**config.mk**
```make
export PLATFORM = sky130hd
export DESIGN_NAME = clam_ctrl
export DESIGN_NICKNAME = d
export VERILOG_FILES = /design/src/clam_pkg.sv /design/src/clam_ctrl.sv
export SDC_FILE = /design/constraint.sdc
export NUM_CORES = 1
export LEC_CHECK = 0
export BUFFER_PORTS_ARGS = -buffer_cell sky130_fd_sc_hd__buf_2
export CORE_AREA = 4 4 41 43
export CTS_BUF_LIST = sky130_fd_sc_hd__clkbuf_2 sky130_fd_sc_hd__clkbuf_4 sky130_fd_sc_hd__clkbuf_8
export CTS_CLUSTER_DIAMETER = 40
export DETAILED_ROUTE_END_ITERATION = 8
export DIE_AREA = 0 0 45 47
export PLACE_DENSITY_LB_ADDON = 0.3
export SLEW_MARGIN = 0
export SYNTH_ARGS = -nofsm -noshare
export SYNTH_HDL_FRONTEND = slang
export SYNTH_SLANG_ARGS = --single-unit
export TNS_END_PERCENT = 20
```
**constraint.sdc**
```tcl
create_clock -name clk -period 4.8 [get_ports clk]
set_input_delay 1.44 -clock clk [delete_from_list [all_inputs] [get_ports clk]]
set_output_delay 1.44 -clock clk [all_outputs]
set_load 0.02 [all_outputs]
```
**src/clam_pkg.sv**
```systemverilog
// shared types, constants and functions of the led animation machine
package clam_pkg;

    localparam int ANIM_DEPTH      = 16;
    localparam int EXIT_DEPTH      = 64;
    localparam int STATE_DEPTH     = 16;
    localparam int EXIT_LIST_DEPTH = 64;
    localparam int NUM_LIGHTS      = 5;

    localparam int ANIM_AW  = $clog2(ANIM_DEPTH);
    localparam int EXIT_AW  = $clog2(EXIT_DEPTH);
    localparam int STATE_AW = $clog2(STATE_DEPTH);
    localparam int LIST_AW  = $clog2(EXIT_LIST_DEPTH);

    localparam logic [7:0] STICK_CENTER = 8'd127;
    localparam logic [16:0] NEUTRAL_R2  = 17'd25;
    localparam logic [7:0] HALF_LEVEL   = 8'd128;
    localparam logic [6:0] MAX_EXITS    = 7'd64;
    localparam logic [7:0] FULL_LEVEL   = 8'd255;

    // load targets
    localparam logic [1:0] TBL_ANIM  = 2'd0;
    localparam logic [1:0] TBL_EXIT  = 2'd1;
    localparam logic [1:0] TBL_STATE = 2'd2;
    localparam logic [1:0] TBL_LIST  = 2'd3;

    // looping codes
    localparam logic [1:0] PROG_WRAP   = 2'd1;
    localparam logic [1:0] PROG_BOUNCE = 2'd2;

    // blend codes
    localparam logic [1:0] BLEND_BINARY = 2'd1;
    localparam logic [1:0] BLEND_LINEAR = 2'd2;

    // stick direction codes
    localparam logic [2:0] DIR_NORTH = 3'd1;
    localparam logic [2:0] DIR_EAST  = 3'd2;
    localparam logic [2:0] DIR_SOUTH = 3'd3;
    localparam logic [2:0] DIR_WEST  = 3'd4;

    // controller to datapath commands
    typedef struct packed {
        logic wr_en;
        logic ld_sample;
        logic st_sel_j;
        logic prog_upd;
        logic i_inc;
        logic take_exit;
        logic ls_load;
        logic sum_acc;
        logic k_clr;
        logic out_load;
    } clam_cmd_t;

    // datapath to controller status
    typedef struct packed {
        logic i_done;
        logic pass;
        logic j_done;
        logic out_free;
        logic k_last;
    } clam_stat_t;

    // lights reversed per reversal row
    function automatic logic [4:0] reverse_row(input logic [2:0] r);
        logic [4:0] v;
        case (r)
            3'd0: v = 5'h00;
            3'd1: v = 5'h18;
            3'd2: v = 5'h04;
            3'd3: v = 5'h1C;
            3'd4: v = 5'h03;
            3'd5: v = 5'h1B;
            3'd6: v = 5'h07;
            default: v = 5'h1F;
        endcase
        return v;
    endfunction

    function automatic logic [4:0] ones16(input logic [15:0] v);
        logic [4:0] n;
        n = '0;
        for (int b = 0; b < 16; b++) n = n + 5'(v[b]);
        return n;
    endfunction

    function automatic logic [2:0] ones7(input logic [6:0] v);
        logic [2:0] n;
        n = '0;
        for (int b = 0; b < 7; b++) n = n + 3'(v[b]);
        return n;
    endfunction

    // stick class: [0] neutral, [1] north, [2] east, [3] south, [4] west
    function automatic logic [4:0] stick_class(input logic [7:0] x, input logic [7:0] y);
        logic signed [8:0] dx, dy;
        logic [7:0] ax, ay;
        logic [16:0] r2;
        logic n;
        logic [4:0] c;
        dx = $signed({1'b0, x}) - $signed({1'b0, STICK_CENTER});
        dy = $signed({1'b0, y}) - $signed({1'b0, STICK_CENTER});
        ax = dx[8] ? 8'(-dx) : dx[7:0];
        ay = dy[8] ? 8'(-dy) : dy[7:0];
        r2 = 17'(ax * ax) + 17'(ay * ay);
        n = (r2 <= NEUTRAL_R2);
        c[0] = n;
        c[1] = !n && !dy[8] && (ax <= ay);
        c[2] = !n && !dx[8] && (ay < ax);
        c[3] = !n && dy[8] && (ax <= ay);
        c[4] = !n && dx[8] && (ay < ax);
        return c;
    endfunction

    function automatic logic stick_in(input logic [2:0] dir, input logic [4:0] c);
        logic r;
        case (dir)
            DIR_NORTH: r = c[1];
            DIR_EAST:  r = c[2];
            DIR_SOUTH: r = c[3];
            DIR_WEST:  r = c[4];
            default:   r = c[0];
        endcase
        return r;
    endfunction

    function automatic logic [7:0] blend(input logic [7:0] a, input logic [7:0] b,
                                         input logic [1:0] how, input logic [7:0] f);
        logic [16:0] pa, pb;
        logic [7:0] r;
        pa = 17'(a * (9'd256 - {1'b0, f}));
        pb = 17'(b * f);
        case (how)
            BLEND_BINARY: r = (f >= HALF_LEVEL) ? b : a;
            BLEND_LINEAR: r = pa[15:8] + pb[15:8];
            default:      r = a;
        endcase
        return r;
    endfunction

endpackage

```
**src/clam_ctrl.sv**
```systemverilog
// sequencing state machine of the led animation machine
module clam_ctrl
    import clam_pkg::*;
(
    input  logic       clk,
    input  logic       rst_n,
    input  logic       in_valid,
    input  logic       mode,
    output logic       in_stall,
    input  clam_stat_t stat,
    output clam_cmd_t  cmd
);

    typedef enum logic [3:0] {
        S_IDLE, S_RD_ST, S_RD_AN, S_PROG, S_LIST, S_EXIT, S_TEST,
        S_SUM_RD, S_SUM_ACC, S_C1, S_C2, S_EMIT
    } state_t;

    state_t state_reg, state_next;
    logic accept;

    assign in_stall = (state_reg != S_IDLE);
    assign accept   = in_valid && !in_stall;

    // next state and commands
    always_comb
    begin
        state_next = state_reg;
        cmd = '0;
        cmd.wr_en     = accept && !mode;
        cmd.ld_sample = accept && mode;
        case (state_reg)
            S_IDLE:
            begin
                if (accept && mode) state_next = S_RD_ST;
            end
            S_RD_ST: state_next = S_RD_AN;
            S_RD_AN: state_next = S_PROG;
            S_PROG:
            begin
                cmd.prog_upd = 1'b1;
                state_next = S_LIST;
            end
            S_LIST: state_next = stat.i_done ? S_C1 : S_EXIT;
            S_EXIT: state_next = S_TEST;
            S_TEST:
            begin
                if (stat.pass)
                begin
                    cmd.take_exit = 1'b1;
                    state_next = S_SUM_RD;
                end
                else
                begin
                    cmd.i_inc = 1'b1;
                    state_next = S_LIST;
                end
            end
            S_SUM_RD:
            begin
                cmd.st_sel_j = 1'b1;
                if (stat.j_done)
                begin
                    cmd.ls_load = 1'b1;
                    state_next = S_C1;
                end
                else
                begin
                    state_next = S_SUM_ACC;
                end
            end
            S_SUM_ACC:
            begin
                cmd.st_sel_j = 1'b1;
                cmd.sum_acc = 1'b1;
                state_next = S_SUM_RD;
            end
            S_C1: state_next = S_C2;
            S_C2:
            begin
                cmd.k_clr = 1'b1;
                state_next = S_EMIT;
            end
            S_EMIT:
            begin
                if (stat.out_free)
                begin
                    cmd.out_load = 1'b1;
                    if (stat.k_last) state_next = S_IDLE;
                end
            end
            default: state_next = S_IDLE;
        endcase
    end

    // state register
    always_ff @(posedge clk or negedge rst_n)
    begin
        if (!rst_n)
        begin
            state_reg <= S_IDLE;
        end
        else
        begin
            state_reg <= state_next;
        end
    end

endmodule

```
== Word-level counts from Yosys, hierarchy flattened ==
Index checks and enable logic that the tools add are counted.
Widths: inputs -> output; s select.
Cells by class
  eq/ne operators: 14
  reduce and logical (&&, ||, !) cells: 9
  multiplexer cells: 18
Operators by type and width (count)
  $pmux 4 s12: 1
  $eq 4x3->1 const B: 4
  $eq 4x4->1 const B: 4
  $mux 4: 4
  $mux 1: 11
  $eq 4x2->1 const B: 2
  $ne 2x2->1 const B: 3
  $eq 4x1->1 const B: 1
  $logic_not 4->1: 1
  $mux 2: 2
  $reduce_bool 4->1: 1
  $logic_and 1x1->1: 3
  $reduce_and 3->1: 1
  $logic_not 1->1: 2
  $reduce_or 2->1: 1
Storage, ports and cells
  register bits after elaboration: 4
  bits of input ports: 9

== Longest topological paths before layout ==
  depth in word-level cells: 6
  depth in mapped cells: 5
  depth with buffers taken out: 4

== Worst setup path after synthesis ==
No wires, ideal clock.
  path kind: input to output
  start: in stat[1] (netlist bit)
  end: out cmd[0] (netlist bit)
  path slack: 1.396 ns
  required time: 3.360 ns
  path buffers: 0
  cell stages on the path: 2
  arrival: 1.964 ns
  path through: inv_1 nor3_1
RTL lines
  start, declared: line clam_ctrl.sv:10  | input clam_stat_t stat,
  end, declared: line clam_ctrl.sv:11  | output clam_cmd_t cmd

==> flow_metrics.py <==
metrics = {
    "run_status": {
        "status": "finished, final reports clean",
    },
    "sta": {
        "finalSetupTns_ns": 0,
        "clock_skew_ns": 0.00154,
        "min_period_over_period": 0.704,
        "finalHoldViolCount": 0,
        "tightest_slew_ns": 0.350,
        "worst_hold_slack_ns": 0.699,
        "drv_slew": 0,
        "min_period_ns": 3.38,
        "setup_viol": 0,
        "maxSlewHeadroom": 0.765,
        "fmaxAchievable_ghz": 0.296,
        "rsz0062_at_grt": "no",
    },
    "floorplan": {
        "start_util": 0.311,
        "die_area_um2": 2120,
        "fp.dieW_um": 45,
        "floorplan.rows": 13,
        "core_um2": 1300,
        "die_h_um": 47,
        "io_pins": 20,
    },
    "drt": {
        "drt-vias-per-instance": 4.83,
        "ant_nets": 0,
        "routedWlPerCell_um": 10.5,
        "vias": 420,
        "firstDrtPassIters": 4,
        "dr.first_iter.drc_count": 5,
        "drt_wl_total_um": 916,
        "drc_errors": 0,
    },
    "power": {
        "intPower_uw": 161,
        "peakVddDrop_uv": 239,
        "p_leak_nw": 0.270,
        "p_sw_uw": 157,
        "swShare": 0.494,
        "combinationalPowerShare": 0.577,
        "p_seq_frac": 0.297,
        "p_per_area_nw_per_um2": 627,
        "clock_power_share": 0.126,
    },
    "clocking": {
        "clk_transition_reported_paths_ns": 0.04,
        "cts_resized": 0,
        "h-tree-depth": 1,
        "cts_made_buffers": 3,
        "clockRootBuffer": "clkbuf_4",
        "cts_tree": "built",
        "hold_buffers": 0,
        "clockBufferDepth": 2,
        "cts_num_sinks": 4,
        "clk_latency_ns": 0.23,
        "post_cts_buffers": 0,
    },
    "layout": {
        "syn_to_final_growth_pct": 25.4,
        "final_cell_mix": "19 x buf_2, 7 x nand2_1, 6 x inv_1",
        "final_common_cell": "buf_2",
        "fin_nets": 83,
        "n_fill_cell": 161,
        "seq_area_um2": 100,
        "finalInstanceArea_um2": 507,
        "multi_input_area_um2": 248,
        "drive_above_1_share": 0.375,
        "largest_register_ffs": 4,
        "num_antenna_cells": 0,
    },
    "global_routing": {
        "groute.usage.overall": 0.105,
        "grt_pass1_vias": 392,
        "overflow": 0,
        "grt_pass1_wl_mm": 1.59,
        "antenna_found_initial": 0,
        "grt_max_degree": 11,
    },
    "synth": {
        "synth-simple-area-share": 0.353,
        "syn-cell-area_um2": 404,
        "synth_cell_types": 23,
        "yosys.area.top_type_share": 0.248,
        "synthAdderAreaFrac": 0,
        "synth_nets": 62,
        "async_flop_share": 1.00,
        "synth_top_family_by_area": "simple AND/OR/NAND/NOR gates",
        "syn-instance-count": 53,
        "synth_top_flop_cell": "dfrtp_1",
        "yosys_warnings": 0,
        "avgSynthCellArea_um2": 7.63,
        "synthXorXnorAreaFrac": 0.0217,
        "yosysTopAreaCell": "dfrtp_1",
        "synthMuxAreaShare": 0,
        "seq_area_frac_synth": 0.248,
        "ys_top_cells_by_area": "dfrtp_1 25%, buf_6 8.4%, nand2_1 6.5%",
        "synth-compound-area-share": 0.238,
        "synth_edf_count": 0,
        "ys_ff_latch": 4,
    },
    "worst_setup_path": {
        "timing.reg2reg.setup_slack_ns": 3.45,
        "worstSetupPathType": "input port to primary output",
        "cp_data_arrival_time_ns": 1.94,
        "startpoint_type": "input port",
        "cp_data_required_time_ns": 3.36,
        "crit_fanout": 4,
        "end_kind": "primary output",
    },
    "flow_run": {
        "cap_violations": 0,
    },
    "place": {
        "numPortBuffers": 19,
        "hpwl_um": 747,
        "gp_congestion": 0.752,
        "dpl_cell_area_um2": 484,
    },
    "hold_path": {
        "holdCritPathClass": "flop to flop",
    },
}
kinds of logic after synthesis:
logic type / count (synthesis)
xor gates and xnor gates: 1
AOI/OAI and AO/OA: 14
and+or+nand+nor: 25
DFF: 4
buffers and inverters: 9
stage by stage:
step	setup WS, ns	utilization	std cells	power (mW)
after floorplan	1.40	-	53	0.253
after global placement	1.44	0.372	84	0.280
after detailed placement	1.42	0.372	84	0.281
after CTS	1.42	0.389	87	0.323
after global routing	1.40	0.389	87	0.355
final	1.42	0.389	87	0.318
Yosys cell counts, types with 3 or more instances:
| cell | n |
|---|---|
| inv_1 | 6 |
| nor2_1 | 4 |
| o21ai_0 | 5 |
| buf_6 | 3 |
| nand2_1 | 7 |
| nor3_1 | 4 |
| nor2b_1 | 3 |
| a21o_1 | 3 |
| dfrtp_1 | 4 |
layer usage:
layer | track usage | wire length, um | up-vias
met4 | 0.0351 | 12 | 0
met1 | 0.137 | 418 | 186
met5 | 0 | 0 | -
met2 | 0.155 | 420 | 13
met3 | 0.0460 | 64 | 2
li1 | - | - | 219
layout make-up:
class | count | area share
Clock buffer | 3 | 0.0444
Inverter | 6 | 0.0444
Multi-Input combinational cell | 40 | 0.489
Sequential cell | 4 | 0.198
Tap cell | 15 | 0.0370
Timing Repair Buffer | 19 | 0.188
final timing paths:
kind / depth (start not counted) / to / from
hold / removal: 1 / state_reg[2] / state_reg[3]
setup / recovery: 4 / cmd[4] / stat[3]
hold reg to reg: 1 / state_reg[2] / state_reg[3]
setup reg to reg: 3 / state_reg[0] / state_reg[1]
max in group asynchronous: 1 / state_reg[3] / rst_n
min in group asynchronous: 1 / state_reg[1] / rst_n
power by group through the flow:
stage / Sequential [mW] / Clock (mW) / Combinational [mW]
floorplan: 0.0636 / 0 / 0.190
global placement: 0.0962 / 0 / 0.184
detailed placement: 0.0946 / 0 / 0.186
CTS: 0.0946 / 0.0418 / 0.187
global route: 0.102 / 0.0439 / 0.209
finish: 0.0944 / 0.0400 / 0.183
critical path: stages:
cell and delay [ns]:
buf_2 0.11, inv_1 0.04, nor3_1 0.16, buf_2 0.19
(Power assumes the default switching activity.)
